`src/design/stl_pkg.sv`:
```
package stl_pkg;

   localparam int POS_BITS = 32;
   localparam int Q_DEPTH = 4;
   localparam int Q_PTR_BITS = $clog2(Q_DEPTH);

   typedef enum logic [3:0] {
      M_IDLE, M_NUM_INT, M_NUM_DEC, M_NUM_INT_DOT, M_NUM_DEC_DOT,
      M_IDENT, M_OP, M_LINE, M_BLOCK, M_BLOCK_STAR, M_DROP
   } lex_mode_type;

   typedef enum logic [2:0] {
      K_NEWLINE, K_OP, K_SYMBOL, K_KEYWORD, K_NUMBER, K_IDENT, K_END, K_ERROR
   } kind_type;

   localparam logic CMD_BYTE = 1'b0;
   localparam logic CMD_END  = 1'b1;

   localparam logic [4:0] ERR_UNKNOWN = 5'd0;
   localparam logic [4:0] ERR_DOT2    = 5'd1;
   localparam logic [4:0] ERR_BLOCK   = 5'd2;
   localparam logic [4:0] OP_RANGE    = 5'd9;

   // keyword text, left-padded packed bytes, and lengths
   localparam logic [47:0] KW_TEXT [5] = '{
      48'h617363656e74, 48'h0066616c7365, 48'h0000656c7365,
      48'h000074727565, 48'h000000006966 };
   localparam logic [2:0] KW_LEN [5] = '{3'd6, 3'd5, 3'd4, 3'd4, 3'd2};

   typedef struct packed {
      logic       cmd;
      logic [7:0] source_byte;
   } stl_req_type;

   typedef struct packed {
      logic [2:0]  token_kind;
      logic [4:0]  token_subtype;
      logic [31:0] token_start;
      logic [31:0] token_length;
      logic [31:0] line_number;
      logic        last_of_run;
   } stl_rsp_type;

   // {hit, code} for a two-character operator
   function automatic logic [5:0] pair_code(input logic [7:0] h, input logic [7:0] b);
      logic [5:0] r;
      r = '0;
      if (b == "=") begin
         case (h)
            "=": r = {1'b1, 5'd0};
            "!": r = {1'b1, 5'd1};
            "<": r = {1'b1, 5'd2};
            ">": r = {1'b1, 5'd3};
            "+": r = {1'b1, 5'd4};
            "-": r = {1'b1, 5'd5};
            "*": r = {1'b1, 5'd6};
            "/": r = {1'b1, 5'd7};
            "%": r = {1'b1, 5'd8};
            default: r = '0;
         endcase
      end
      if (h == "." && b == ".") r = {1'b1, OP_RANGE};
      if (h == "&" && b == "&") r = {1'b1, 5'd10};
      if (h == "|" && b == "|") r = {1'b1, 5'd11};
      return r;
   endfunction

   function automatic logic [5:0] single_code(input logic [7:0] h);
      logic [5:0] r;
      case (h)
         "+": r = {1'b1, 5'd12};
         "-": r = {1'b1, 5'd13};
         "*": r = {1'b1, 5'd14};
         "/": r = {1'b1, 5'd15};
         "%": r = {1'b1, 5'd16};
         "=": r = {1'b1, 5'd17};
         ".": r = {1'b1, 5'd18};
         "!": r = {1'b1, 5'd19};
         "<": r = {1'b1, 5'd20};
         ">": r = {1'b1, 5'd21};
         default: r = '0;
      endcase
      return r;
   endfunction

   function automatic logic [5:0] symbol_code(input logic [7:0] b);
      logic [5:0] r;
      case (b)
         "(": r = {1'b1, 5'd0};
         ")": r = {1'b1, 5'd1};
         "{": r = {1'b1, 5'd2};
         "}": r = {1'b1, 5'd3};
         ",": r = {1'b1, 5'd4};
         "@": r = {1'b1, 5'd5};
         default: r = '0;
      endcase
      return r;
   endfunction

   function automatic logic is_digit(input logic [7:0] b);
      return b >= "0" && b <= "9";
   endfunction

   function automatic logic is_alpha(input logic [7:0] b);
      return (b >= "a" && b <= "z") || (b >= "A" && b <= "Z") || b == "_";
   endfunction

endpackage

```
`src/design/stl_core.sv`:
```
module stl_core (
   input  logic                 clock,
   input  logic                 reset,
   input  logic                 req_fire,
   input  stl_pkg::stl_req_type req_item,
   output logic [1:0]           tok_valid,
   output stl_pkg::stl_rsp_type tok0,
   output stl_pkg::stl_rsp_type tok1
);
   import stl_pkg::*;

   lex_mode_type        mode_ff, mode_in;
   logic [7:0]          held_ff, held_in;
   logic [POS_BITS-1:0] pos_ff, pos_in, start_ff, start_in;
   logic [31:0]         line_ff, line_in;
   logic [47:0]         prefix_ff, prefix_in;
   logic [2:0]          wlen_ff, wlen_in;

   function automatic stl_rsp_type mk(input kind_type k, input logic [4:0] s,
                                      input logic [31:0] st, input logic [31:0] ln,
                                      input logic [31:0] line);
      stl_rsp_type t;
      t.token_kind = k;
      t.token_subtype = s;
      t.token_start = st;
      t.token_length = ln;
      t.line_number = line;
      t.last_of_run = 1'b0;
      return t;
   endfunction

   // next state and up to two tokens for the request
   always_comb begin
      logic [7:0]          b;
      logic [POS_BITS-1:0] pos;
      logic                do_fresh, lup, v0, v1;
      stl_rsp_type         t0, t1, w, f;
      logic                fv;
      logic [5:0]          sc, pc, yc;
      b = req_item.source_byte;
      pos = pos_ff;
      do_fresh = 1'b0;
      lup = 1'b0;
      v0 = 1'b0;
      v1 = 1'b0;
      t0 = '0;
      t1 = '0;
      f = '0;
      fv = 1'b0;
      mode_in = mode_ff;
      held_in = held_ff;
      pos_in = pos_ff;
      start_in = start_ff;
      line_in = line_ff;
      prefix_in = prefix_ff;
      wlen_in = wlen_ff;
      sc = single_code(held_ff);
      pc = pair_code(held_ff, b);
      yc = symbol_code(b);

      // identifier or keyword token ending at this position
      w = mk(K_IDENT, 5'd0, start_ff, pos - start_ff, line_ff);
      for (int k = 4; k >= 0; k--) begin
         if (wlen_ff == KW_LEN[k] && prefix_ff == KW_TEXT[k]) begin
            w.token_kind = K_KEYWORD;
            w.token_subtype = 5'(k);
         end
      end

      if (req_item.cmd == CMD_END) begin
         v0 = 1'b1;
         case (mode_ff)
            M_NUM_INT: t0 = mk(K_NUMBER, 5'd0, start_ff, pos - start_ff, line_ff);
            M_NUM_DEC, M_NUM_INT_DOT:
               t0 = mk(K_NUMBER, 5'd1, start_ff, pos - start_ff, line_ff);
            M_NUM_DEC_DOT: t0 = mk(K_ERROR, ERR_DOT2, start_ff, pos - start_ff, line_ff);
            M_IDENT: t0 = w;
            M_OP: begin
               if (sc[5]) t0 = mk(K_OP, sc[4:0], start_ff, 32'd1, line_ff);
               else t0 = mk(K_ERROR, ERR_UNKNOWN, start_ff, 32'd1, line_ff);
            end
            M_BLOCK, M_BLOCK_STAR:
               t0 = mk(K_ERROR, ERR_BLOCK, start_ff, pos - start_ff, line_ff);
            default: v0 = 1'b0;
         endcase
         if (v0) begin
            v1 = 1'b1;
            t1 = mk(K_END, 5'd0, pos, 32'd0, line_ff);
         end else begin
            v0 = 1'b1;
            t0 = mk(K_END, 5'd0, pos, 32'd0, line_ff);
         end
         mode_in = M_IDLE;
         held_in = '0;
         pos_in = '0;
         start_in = '0;
         line_in = 32'd1;
         prefix_in = '0;
         wlen_in = '0;
      end else begin
         pos_in = pos + 1'b1;
         case (mode_ff)
            M_NUM_INT, M_NUM_DEC, M_NUM_INT_DOT: begin
               if (mode_ff == M_NUM_INT_DOT) mode_in = M_NUM_DEC;
               if (mode_ff == M_NUM_INT_DOT && b == ".") begin
                  v0 = 1'b1;
                  v1 = 1'b1;
                  t0 = mk(K_NUMBER, 5'd0, start_ff, (pos - 1'b1) - start_ff, line_ff);
                  t1 = mk(K_OP, OP_RANGE, pos - 1'b1, 32'd2, line_ff);
                  mode_in = M_IDLE;
               end else if (is_digit(b)) begin
                  // number continues
               end else if (b == ".") begin
                  mode_in = (mode_ff == M_NUM_INT) ? M_NUM_INT_DOT : M_NUM_DEC_DOT;
               end else begin
                  v0 = 1'b1;
                  t0 = mk(K_NUMBER, {4'd0, mode_ff != M_NUM_INT}, start_ff,
                          pos - start_ff, line_ff);
                  do_fresh = 1'b1;
               end
            end
            M_NUM_DEC_DOT: begin
               v0 = 1'b1;
               if (b == ".") begin
                  v1 = 1'b1;
                  t0 = mk(K_NUMBER, 5'd1, start_ff, (pos - 1'b1) - start_ff, line_ff);
                  t1 = mk(K_OP, OP_RANGE, pos - 1'b1, 32'd2, line_ff);
                  mode_in = M_IDLE;
               end else begin
                  t0 = mk(K_ERROR, ERR_DOT2, start_ff, pos - start_ff, line_ff);
                  mode_in = M_DROP;
               end
            end
            M_IDENT: begin
               if (is_alpha(b) || is_digit(b)) begin
                  if (wlen_ff < 3'd6) prefix_in = {prefix_ff[39:0], b};
                  if (wlen_ff < 3'd7) wlen_in = wlen_ff + 1'b1;
               end else begin
                  v0 = 1'b1;
                  t0 = w;
                  do_fresh = 1'b1;
               end
            end
            M_OP: begin
               if (pc[5]) begin
                  v0 = 1'b1;
                  t0 = mk(K_OP, pc[4:0], start_ff, 32'd2, line_ff);
                  mode_in = M_IDLE;
               end else if (held_ff == "/" && b == "/") begin
                  mode_in = M_LINE;
               end else if (held_ff == "/" && b == "*") begin
                  mode_in = M_BLOCK;
               end else if (!sc[5]) begin
                  v0 = 1'b1;
                  t0 = mk(K_ERROR, ERR_UNKNOWN, start_ff, 32'd1, line_ff);
                  mode_in = M_DROP;
               end else begin
                  v0 = 1'b1;
                  t0 = mk(K_OP, sc[4:0], start_ff, 32'd1, line_ff);
                  do_fresh = 1'b1;
               end
            end
            M_LINE: if (b == 8'h0a) do_fresh = 1'b1;
            M_BLOCK, M_BLOCK_STAR: begin
               if (mode_ff == M_BLOCK_STAR && b == "/") mode_in = M_IDLE;
               else if (b == "*") mode_in = M_BLOCK_STAR;
               else begin
                  lup = (b == 8'h0a);
                  mode_in = M_BLOCK;
               end
            end
            M_DROP: ;
            default: do_fresh = 1'b1;
         endcase

         // start of a new token at this byte
         if (do_fresh) begin
            mode_in = M_IDLE;
            if (b == " " || b == 8'h09 || b == 8'h0d || b == ";") begin
               // skipped
            end else if (b == 8'h0a) begin
               fv = 1'b1;
               f = mk(K_NEWLINE, 5'd0, pos, 32'd1, line_ff);
               lup = 1'b1;
            end else if (single_code(b) != 6'd0 || b == "&" || b == "|") begin
               held_in = b;
               start_in = pos;
               mode_in = M_OP;
            end else if (yc[5]) begin
               fv = 1'b1;
               f = mk(K_SYMBOL, yc[4:0], pos, 32'd1, line_ff);
            end else if (is_digit(b)) begin
               start_in = pos;
               mode_in = M_NUM_INT;
            end else if (is_alpha(b)) begin
               start_in = pos;
               prefix_in = {40'd0, b};
               wlen_in = 3'd1;
               mode_in = M_IDENT;
            end else begin
               fv = 1'b1;
               f = mk(K_ERROR, ERR_UNKNOWN, pos, 32'd1, line_ff);
               mode_in = M_DROP;
            end
            if (fv) begin
               if (v0) begin
                  v1 = 1'b1;
                  t1 = f;
               end else begin
                  v0 = 1'b1;
                  t0 = f;
               end
            end
         end
         if (lup && line_ff != '1) line_in = line_ff + 1'b1;
      end

      if (v1) t1.last_of_run = 1'b1;
      else t0.last_of_run = 1'b1;
      tok_valid = req_fire ? {v1, v0} : 2'b00;
      tok0 = t0;
      tok1 = t1;
   end

   always_ff @(posedge clock) begin
      if (reset) begin
         mode_ff <= M_IDLE;
         held_ff <= '0;
         pos_ff <= '0;
         start_ff <= '0;
         line_ff <= 32'd1;
         prefix_ff <= '0;
         wlen_ff <= '0;
      end else if (req_fire) begin
         mode_ff <= mode_in;
         held_ff <= held_in;
         pos_ff <= pos_in;
         start_ff <= start_in;
         line_ff <= line_in;
         prefix_ff <= prefix_in;
         wlen_ff <= wlen_in;
      end
   end

   a_second_needs_first: assert property (@(posedge clock) disable iff (reset)
      tok_valid[1] |-> tok_valid[0]) else $error("second token without first");
   a_end_resets: assert property (@(posedge clock) disable iff (reset)
      req_fire && req_item.cmd == CMD_END |=> pos_ff == '0 && line_ff == 32'd1)
      else $error("end command did not restore position and line");
   a_pos_steps: assert property (@(posedge clock) disable iff (reset)
      req_fire && req_item.cmd == CMD_BYTE |=> pos_ff == $past(pos_ff) + 1'b1)
      else $error("byte position did not advance");
   a_line_nonzero: assert property (@(posedge clock) disable iff (reset)
      line_ff != 32'd0) else $error("line count reached zero");

endmodule

```
`src/design/stl_queue.sv`:
```
module stl_queue (
   input  logic                 clock,
   input  logic                 reset,
   input  logic [1:0]           push_valid,
   input  stl_pkg::stl_rsp_type push0,
   input  stl_pkg::stl_rsp_type push1,
   output logic                 room2,
   output logic                 rsp_valid,
   input  logic                 rsp_ready,
   output stl_pkg::stl_rsp_type rsp_payload
);
   import stl_pkg::*;

   stl_rsp_type                mem_ff [Q_DEPTH];
   logic [Q_PTR_BITS-1:0]     wr_ff, wr_in, rd_ff, rd_in;
   logic [Q_PTR_BITS:0]       cnt_ff, cnt_in;
   logic                      pop;
   logic [1:0]                npush;

   // pointer and count update
   always_comb begin
      pop = rsp_valid && rsp_ready;
      npush = {1'b0, push_valid[0]} + {1'b0, push_valid[1]};
      wr_in = wr_ff + Q_PTR_BITS'(npush);
      rd_in = rd_ff + Q_PTR_BITS'(pop);
      cnt_in = cnt_ff + (Q_PTR_BITS+1)'(npush) - (Q_PTR_BITS+1)'(pop);
   end

   assign room2 = cnt_ff <= (Q_PTR_BITS+1)'(Q_DEPTH - 2);
   assign rsp_valid = cnt_ff != '0;
   assign rsp_payload = mem_ff[rd_ff];

   always_ff @(posedge clock) begin
      if (reset) begin
         wr_ff <= '0;
         rd_ff <= '0;
         cnt_ff <= '0;
      end else begin
         wr_ff <= wr_in;
         rd_ff <= rd_in;
         cnt_ff <= cnt_in;
      end
   end

   // token storage
   always_ff @(posedge clock) begin
      if (push_valid[0]) mem_ff[wr_ff] <= push0;
      if (push_valid[1]) mem_ff[wr_ff + 1'b1] <= push1;
   end

   a_no_overflow: assert property (@(posedge clock) disable iff (reset)
      cnt_ff <= (Q_PTR_BITS+1)'(Q_DEPTH)) else $error("token queue overflow");
   a_push_has_room: assert property (@(posedge clock) disable iff (reset)
      push_valid != 2'b00 |-> room2) else $error("push without room");
   a_count_tracks: assert property (@(posedge clock) disable iff (reset)
      rsp_valid && rsp_ready && push_valid == 2'b00 |=> cnt_ff == $past(cnt_ff) - 1'b1)
      else $error("queue count did not drop on pop");

endmodule

```
`src/design/script_token_lexer.sv`:
```
// Script token lexer: one source byte or end command per request.
// Tokens for a request are written into the token queue on acceptance and reach rsp in queue order.
// Throughput: one request per cycle while the four-entry token queue has room
// for two tokens; each request yields up to two tokens, drained one per cycle while rsp_ready is high.
// Reset (synchronous, active high): idle mode, position 0, line 1, queue empty.
module script_token_lexer (
   input  logic                 clock,
   input  logic                 reset,
   input  logic                 req_valid,
   output logic                 req_ready,
   input  stl_pkg::stl_req_type req_payload,
   output logic                 rsp_valid,
   input  logic                 rsp_ready,
   output stl_pkg::stl_rsp_type rsp_payload
);
   import stl_pkg::*;

   logic        room2;
   logic        req_fire;
   logic [1:0]  tok_valid;
   stl_rsp_type tok0, tok1;

   assign req_ready = room2;
   assign req_fire = req_valid && req_ready;

   stl_core u_core (
      .clock     (clock),
      .reset     (reset),
      .req_fire  (req_fire),
      .req_item  (req_payload),
      .tok_valid (tok_valid),
      .tok0      (tok0),
      .tok1      (tok1)
   );

   stl_queue u_queue (
      .clock       (clock),
      .reset       (reset),
      .push_valid  (tok_valid),
      .push0       (tok0),
      .push1       (tok1),
      .room2       (room2),
      .rsp_valid   (rsp_valid),
      .rsp_ready   (rsp_ready),
      .rsp_payload (rsp_payload)
   );

endmodule
```
`config.mk`:
```
export PLATFORM = sky130hd
export DESIGN_NAME = script_token_lexer
export DESIGN_NICKNAME = d
export VERILOG_FILES = /design/src/design/stl_pkg.sv /design/src/design/stl_core.sv /design/src/design/stl_queue.sv /design/src/design/script_token_lexer.sv
export SDC_FILE = /design/constraint.sdc
export NUM_CORES = 1
export LEC_CHECK = 0
export BUFFER_PORTS_ARGS = -buffer_cell sky130_fd_sc_hd__buf_2
export CORE_AREA = 2 2 293 295
export CTS_BUF_LIST = sky130_fd_sc_hd__clkbuf_4 sky130_fd_sc_hd__clkbuf_8
export DETAILED_ROUTE_END_ITERATION = 8
export DIE_AREA = 0 0 295 297
export PLACE_DENSITY_LB_ADDON = 0.1
export RECOVER_POWER = 100
export SKIP_CTS_REPAIR_TIMING = 1
export SLEW_MARGIN = 20
export SYNTH_ARGS = -nofsm -noshare
export SYNTH_HDL_FRONTEND = slang
export SYNTH_SLANG_ARGS = --single-unit
```
`constraint.sdc`:
```
create_clock -name clock -period 5.9 [get_ports clock]
set_input_delay 0.885 -clock clock [delete_from_list [all_inputs] [get_ports clock]]
set_output_delay 0.885 -clock clock [all_outputs]
set_load 0.02 [all_outputs]
```
=== Word level (Yosys, flattened, before mapping) ===
Memories as Yosys holds them, arrays and structs flattened. A register that Yosys moved wholly into a read port is not among the register bits.
Cells that the tools add are included.

* Memories: 1
* Input port bits: 13
* Output and inout port bits: 107
* RAM bits: 420
* Register bits after elaboration: 166

{| class="wikitable"
|+ Memory list
! memory !! words !! bits a word !! read ports !! clocked after memory_dff !! write ports !! RTL line !! RTL
|-
| u_queue.mem_ff || 4 || 105 || 1 || 1 || 2 || stl_queue.sv:14 || <nowiki>stl_rsp_type mem_ff [Q_DEPTH];</nowiki>
|}

* Reduce and logical (&&, ||, !) cells: 42
* Order comparisons: 9
* Add/sub/neg operators: 12
* Equal/unequal tests: 61
* Muxes and demuxes: 159

{| class="wikitable"
|+ Operators with widths
! operator !! count
|-
| $mux 105 || 24
|-
| $pmux 105 s6 || 1
|-
| $mux 48 || 11
|-
| $pmux 105 s4 || 1
|-
| $mux 32 || 11
|-
| $eq 8x6->1 const B || 27
|-
| $pmux 105 s2 || 1
|-
| $mux 103 || 2
|-
| $pmux 6 s10 || 2
|-
| $mux 104 || 1
|-
| $eq 48x31->1 const B || 2
|-
| $mux 8 || 10
|-
| $mux 4 || 18
|-
| $add 32x1->32 const B || 2
|-
| $sub 32x32->32 || 2
|-
| $pmux 6 s9 || 1
|-
| $mux 1 || 49
|-
| $eq 48x15->1 const B || 1
|-
| $eq 48x39->1 const B || 1
|-
| $eq 48x47->1 const B || 1
|-
| $eq 8x7->1 const B || 6
|-
| $mux 6 || 8
|-
| $mux 3 || 12
|-
| $pmux 6 s6 || 1
|-
| other kinds (45) || 88
|}

=== Longest topological paths before layout ===
Gate-level depths: netlist of the first run.

* Depth after elaboration: 26
* Gate-level depth with buffers: 23
* Depth with buffers taken out: 19

=== Cells and area by module ===
A second synthesis of the first run with hierarchy kept.

* Cell total of the unflattened synthesis: 2,996
* Area total of the unflattened synthesis: 34,750.8 µm²

{| class="wikitable"
|+ Modules (own cells, without submodules)
! module !! times used !! cells an instance !! area an instance (µm²) !! seq. area each (µm²)
|-
| stl_queue || 1 || 1,059 || 20,512.2 || 12,752.2
|-
| stl_core || 1 || 1,936 || 14,232.4 || 3,183.1
|-
| script_token_lexer || 1 || 1 || 6.3 || 0.0
|}

=== Worst setup path after synthesis of the first run ===
OpenSTA, ideal clock, no wires.

* Path type: register to register
* Start: register u_core.pos_ff[0]
* End: memory u_queue.mem_ff[0][64] in the netlist's numbering
* Path slack: 0.515 ns
* Data required time: 5.777 ns
* Setup time: 0.123 ns
* Arrival: 5.262 ns
* Stages on the path, launching flop included: 22
* Period minus slack after synthesis: 5.385 ns
* Cell sequence: dfxtp_1 > clkbuf_1 > inv_1 > ha_1 > or3b_2 > or4_1 > buf_2 > or4_4 > buf_6 > nor4_2 > xor2_1 > ha_1 > clkbuf_1 > a21o_1 > a31oi_1 > o21ai_0 > or4b_2 > a21oi_1 > o31a_1 > mux2_2 > a41oi_2 > o2bb2ai_1

{| class="wikitable"
|+ RTL lines
! element !! RTL line !! RTL
|-
| from (decl) || stl_core.sv:14 || <nowiki>logic [POS_BITS-1:0] pos_ff, pos_in, start_ff, start_in;</nowiki>
|-
| from (signal assigned) || stl_core.sv:237 || <nowiki>pos_ff <= pos_in;</nowiki>
|-
| to (decl) || stl_queue.sv:14 ||
|}

==> flow_summary.yaml, run 1 <==
run_status:
  status: "finished, violations left"
  violations: "capacitance limit, slew limit"
power_and_ir_drop:
  total_power_mw: 12.4
  irDropWorstVdd_mv: 0.175
  swShare: 0.345
  clkPwrFrac: 0.340
  p_int_mw: 8.10
  seqPwrFrac: 0.384
  powerDensity_mw_per_mm2: 348
  switching_power_mw: 4.26
  pwr-share-comb: 0.275
  leakagePower_nw: 11.8
route:
  vias: 25881
  drt_iter0_markers: 2340
  routed_via_density: 5.87
  drc: 0
  ant_nets: 0
  totalWireLength_mm: 107
  wire_per_inst_microns: 24.3
  drt-pass1-iter-count: 6
timing:
  layout_worst_path_cycle_share: 0.958
  timing.final.crit_period_ps: 5650
  finClkSkew_ps: 60.1
  worstMarginPinSlew_ps: 2930
  rsz0062_at_grt: "no"
  finalHoldWorstSlack_ps: 458
  maxSlewViolCount: 293
  setup_viol: 0
  max_freq_ghz: 0.177
  tns_ps: 0
  slew_headroom: -0.953
  hold_viol: 0
synth:
  yosys_warnings: 0
  syn_area_per_cell_sq_um: 10.2
  synth_area_leaders: "edfxtp_1 (28%), dfxtp_1 (18%), mux4_2 (7.4%), o21ai_0 (3.1%), ha_1 (2.9%)"
  ys_seq_area_frac: 0.460
  ys_types: 110
  synth-async-reset-ratio: 0
  synth_top_cell_by_area: "edfxtp_1"
  synthMostInstantiatedCell: "edfxtp_1"
  synthCells: 3119
  post_synth_fa_ha_maj_area_fraction: 0.0313
  yosys.area_share.simple: 0.165
  synth_nets: 3210
  synth_ff_type: "edfxtp_1"
  ys_ff_latch: 586
  synth_edf_count: 296
  synth_top_family_by_area: "compound AO/OA/AOI/OAI gates"
  synth_xor_area_frac: 0.0327
  synth_area_sq_mm: 0.0319
  synth_common_cells: "edfxtp_1 (296), dfxtp_1 (290), nor2_1 (245), o21ai_0 (195), nand2_1 (177)"
  yosysTopAreaCellShare: 0.279
  muxShareOfSynthArea: 0.0773
  synth-compound-area-share: 0.185
critical_path:
  arrival_ps: 6250
  r2r_slack_ps: 250
  cp.required_ps: 6490
  worstSetupStartpoint: "u_core.pos_ff[0]$_SDFFE_PP0P_"
  reg2reg_from: "u_core.pos_ff[0]$_SDFFE_PP0P_"
  cp-start-kind: "flop"
  r2r_end: "u_queue.mem_ff[0][64]$_SDFFE_PP0P_"
  cp-end-kind: "flop"
  rr_worst_depth: 17
  crit_type: "reg2reg"
  crit_fanout: 9
clock_network:
  root_buffer: "clkbuf_8"
  cts_max_level: 3
  clk_pin_slew_ps: 70
  tritoncts: "done"
  clk_latency_ps: 740
  cts_sinks: 586
  clk_path_buf_depth: 3
  numCtsBuffers: 106
hold_path:
  hold_end: "u_queue.mem_ff[2][42]$_SDFFE_PP0P_"
  hold_depth: 2
  hp-start: "u_queue.mem_ff[2][42]$_SDFFE_PP0P_"
  hp-class: "reg2reg"
cells_and_area:
  drive_gt1_frac: 0.131
  utilization: 0.420
  finalNonFillerCells: 4408
  finalNetCount: 3266
  syn_to_final_growth_pct: 11.1
  fillers: 8244
flow_run:
  drv_cap: 8
placed_design:
  io_buffers: 119
  dp.cells: 4211
  gp_congestion: 0.919
  dp_hpwl_mm: 72.3
floorplanning:
  start_util: 0.378
  core_area_sq_mm: 0.0845
  pin_count: 120
  fp.dieH_microns: 297
  die_area_sq_mm: 0.0876
  std_cell_rows: 107
  die_x_microns: 295
global_routing:
  antenna_found_initial: 4
  grt_overflow: 0
  grt_first_pass_wirelength_mm: 162
  grt_pass1_vias: 25525
  grt_start_max_net_pins: 67
  track_usage: 0.241
## power groups by stage
stage | registers (mW) | logic [mW] | clock network [mW]
6_report | 4.75 | 3.40 | 4.21
5_1_grt | 4.78 | 3.66 | 4.49
4_1_cts | 4.75 | 3.53 | 4.31
3_5_place_dp | 4.84 | 3.52 | 0
3_3_place_gp | 4.82 | 3.52 | 0
2_1_floorplan | 4.74 | 2.40 | 0
## flip-flops by register name, summed over array words and instances (netlist names)
name / flops
u_core.held_ff: 8
u_core.line_ff: 32
u_core.mode_ff: 4
u_core.pos_ff: 32
u_core.prefix_ff: 48
u_core.start_ff: 32
u_core.wlen_ff: 3
u_queue.cnt_ff: 3
u_queue.mem_ff: 420
u_queue.rd_ff: 2
u_queue.wr_ff: 2
## layout make-up
class	count	area, sq um	share of cell area
diodes	2	5.00	0.000141
clock inverters	34	370	0.0104
flip-flops and latches	586	14700	0.414
multi-input cells	2203	15600	0.441
inverters	81	308	0.00868
well taps	1144	1430	0.0404
clock buffers	161	1950	0.0549
repair buffers	197	1080	0.0304
## placed cells by master (no fill, tap or decap), types with 14 or more instances in the layout
cell / count
ha_1: 75
nand2_1: 176
clkinv_1: 16
nand4_1: 42
or2_2: 14
clkbuf_8: 118
mux4_2: 105
a21oi_1: 151
clkbuf_4: 45
o22ai_1: 145
a31oi_1: 16
nor3_1: 48
nor4_1: 20
and2_0: 24
and2_1: 91
clkbuf_1: 126
a22oi_1: 74
nor3b_1: 34
xor2_1: 53
a22o_1: 78
o21ai_0: 197
xnor2_1: 66
a21o_1: 36
nand3_1: 164
a211oi_1: 17
o2bb2ai_1: 19
edfxtp_1: 296
nand2b_1: 16
dfxtp_1: 289
and3_1: 26
buf_4: 42
o21a_1: 21
or3_1: 19
nor2_1: 246
inv_1: 76
## layer usage
layer / wire length [microns] / track usage / vias to the layer above
met1: 49300 / 0.346 / 12912
met4: 2120 / 0.0621 / 0
li1: - / - / 11926
met3: 7000 / 0.0374 / 147
met5: 0 / 0 / -
met2: 48500 / 0.379 / 896
## through the flow
step | worst slack, ps | area [sq um]
final | 248 | 35500
after global routing | 27.7 | 35500
after CTS | 230 | 35900
after detailed placement | 250 | 33500
after global placement | 382 | 33500
after floorplan | 515 | 31900
## how the worst max path moves through the flow
stage / end / slack, ps / cells past startpoint
after global placement: u_queue.mem_ff[3][64]$_SDFFE_PP0P_ / 380 / 17
after detailed placement: u_queue.mem_ff[0][64]$_SDFFE_PP0P_ / 250 / 17
after CTS: u_queue.mem_ff[3][64]$_SDFFE_PP0P_ / 230 / 17
after floorplan: u_queue.mem_ff[0][64]$_SDFFE_PP0P_ / 510 / 21
after global routing: u_queue.mem_ff[0][23]$_DFFE_PP_ / 30 / 12
final: u_queue.mem_ff[0][64]$_SDFFE_PP0P_ / 250 / 17
## worst max-delay path, cell delays in order (launching register included)
cell,delay (ps)
dfxtp_1,310
inv_1,110
ha_1,250
or3b_2,520
or4_4,480
or4_4,540
nor2_1,150
xor2_1,230
ha_1,340
a21o_1,200
a31oi_1,230
o21ai_0,210
or4b_2,670
a21oi_1,240
o31a_1,280
mux2_2,370
a41oi_2,280
o2bb2ai_1,120
## kinds of logic after synthesis
kind of cell	after synthesis
fa+ha+maj	78
compound gates	882
simple gates	1009
flops	586
mux	115
buf+inv	330
xor+xnor	119
(Power assumes the default switching activity.)
==> run 2: changes to the inputs <==
CORE_AREA = 2 2 244 246   (was 2 2 293 295)
DIE_AREA = 0 0 246 248   (was 0 0 295 297)
==> flow_summary.yaml, run 2 (synthesis gave the netlist of run 1 again) <==
cells_and_area:
  drive_gt1_frac: 0.126
  top_regs: "u_queue.mem_ff (420), u_core.prefix_ff (48)"
  syn_to_final_growth_pct: 8.60
  top_register: "u_queue.mem_ff"
  finalNetCount: 3239
  postLayoutCellArea_sq_mm: 0.0347
  most-common-layout-cells: "edfxtp_1 (296), dfxtp_1 (289), nor2_1 (244)"
  layout_commonest_cell: "edfxtp_1"
  finalNonFillerCells: 4001
  largest_register_ffs: 420
hold_path:
  hold_depth: 2
  hp-class: "reg2reg"
  hp-start: "u_queue.mem_ff[0][59]$_SDFFE_PP0P_"
route:
  drt-pass1-iter-count: 5
  drc: 0
  ant_nets: 0
  drt_iter0_markers: 2485
  totalWireLength_mm: 98.3
  routed_via_density: 6.54
  wire_per_inst_microns: 24.6
  vias: 26175
critical_path:
  path_depth: 17
  max_stage_delay_ps: 650
  worstSetupStartpoint: "u_core.pos_ff[0]$_SDFFE_PP0P_"
  cpLargestDelayFamily: "simple AND/OR/NAND/NOR gates"
  crit_top_cell: "ha_1"
  critPathSlowestCell: "or4b_2"
  cp.required_ps: 6450
  rr_worst_depth: 17
  reg2reg_from: "u_core.pos_ff[0]$_SDFFE_PP0P_"
  cp-start-kind: "flop"
  arrival_ps: 6270
  crit_buf_inv: 1
  crit_type: "reg2reg"
  cp-end-kind: "flop"
  crit_fanout: 9
  crit_chain: "inv_1 -> ha_1 -> or3b_2 -> or4_1 -> or4_4 -> nor4_2 -> xor2_1 -> ha_1 -> a21o_1 -> a31oi_1 -> o21ai_0 -> or4b_2 -> a21oi_1 -> o31a_1 -> mux2_2 -> a41oi_2 -> o2bb2ai_1"
clock_network:
  cts_sinks: 586
  numCtsBuffers: 96
  cts_max_level: 3
  clk_path_buf_depth: 3
  tritoncts: "done"
  clk_pin_slew_ps: 60
  root_buffer: "clkbuf_8"
  clk_latency_ps: 700
placed_design:
  dp.cells: 3823
  placed_area_sq_mm: 0.0329
  gp_congestion: 0.957
  dp_hpwl_mm: 67.7
  dp_slack_ps: 256
  io_buffers: 119
power_and_ir_drop:
  total_power_mw: 11.8
  irDropWorstVdd_mv: 0.254
  leakagePower_nw: 11.6
  powerDensity_mw_per_mm2: 341
flow_run:
  drv_cap: 5
global_routing:
  grt_start_max_net_pins: 85
  grt_overflow: 0
  grt_first_pass_wirelength_mm: 150
  antenna_found_initial: 3
  grt_pass1_vias: 25126
  track_usage: 0.319
floorplanning:
  die_x_microns: 246
  start_util: 0.546
  core_area_sq_mm: 0.0585
  die_area_sq_mm: 0.0610
  fp.dieH_microns: 248
  std_cell_rows: 89
  pin_count: 120
timing:
  timing.final.crit_period_ps: 5720
  slew_headroom: -0.585
  maxSlewViolCount: 126
  layout_worst_path_cycle_share: 0.969
  setup_viol: 0
  finClkSkew_ps: 31.4
  setup_ws_ps: 181
  rsz0062_at_grt: "no"
  tns_ps: 0
  worstMarginPinSlew_ps: 2380
  max_freq_ghz: 0.175
  hold_viol: 0
run_status:
  violations: "capacitance limit, slew limit"
  status: "finished, violations left"
-- run 2: cell count changes in the layout (fill, tap and decap cells not counted), sizes merged --
cell	previous run	this run
bufinv	7	3
inv	82	81
buf	65	55
clkinv	24	19
clkbuf	293	278
diode	2	1
-- run 2: worst register-to-register path, cell delays in order (launching register included) --
cell	delay (ps)
dfxtp_1	310
inv_1	120
ha_1	250
or3b_2	510
or4_1	460
or4_4	540
nor4_2	200
xor2_1	240
ha_1	370
a21o_1	240
a31oi_1	130
o21ai_0	160
or4b_2	650
a21oi_1	220
o31a_1	380
mux2_2	390
a41oi_2	310
o2bb2ai_1	120
-- run 2: metal layers --
layer,part of all wire,global-route usage,vias to the layer above,wire (microns)
met5,0.0011,0.0135,-,111
met4,0.024,0.0988,2,2350
met3,0.082,0.0544,148,8010
met2,0.46,0.501,1087,45100
met1,0.43,0.452,13088,42700
li1,-,-,11850,-
-- run 2: area by class of cell --
class	count	area, sq um
Fill cell	5039	23800
Multi-Input combinational cell	2203	15600
Sequential cell	586	14700
Clock buffer	153	1840
Timing Repair Buffer	180	980
Tap cell	773	967
Inverter	81	313
Clock inverter	24	228
Antenna cell	1	2.50
-- run 2: path summary, 6_finish.rpt --
path / to / slack [ps]
worst max register to register: u_queue.mem_ff[0][64]$_SDFFE_PP0P_ / 180
worst min-delay path: u_queue.mem_ff[0][59]$_SDFFE_PP0P_ / 460
worst min register to register: u_queue.mem_ff[0][59]$_SDFFE_PP0P_ / 460
worst max-delay path: u_queue.mem_ff[0][64]$_SDFFE_PP0P_ / 180
-- run 2: power breakdown --
group          internal, mW  switching (mW)
clock                  2.11            1.67
sequential             4.60           0.153
combinational          1.06            2.22
total                  7.78            4.04
-- run 2: per-stage QoR --
step / hold WS (ps) / utilization
after floorplan: 427 / -
after global placement: 439 / 0.563
after CTS: 462 / 0.598
final: 461 / 0.593
after global routing: 475 / 0.593
after detailed placement: 443 / 0.563
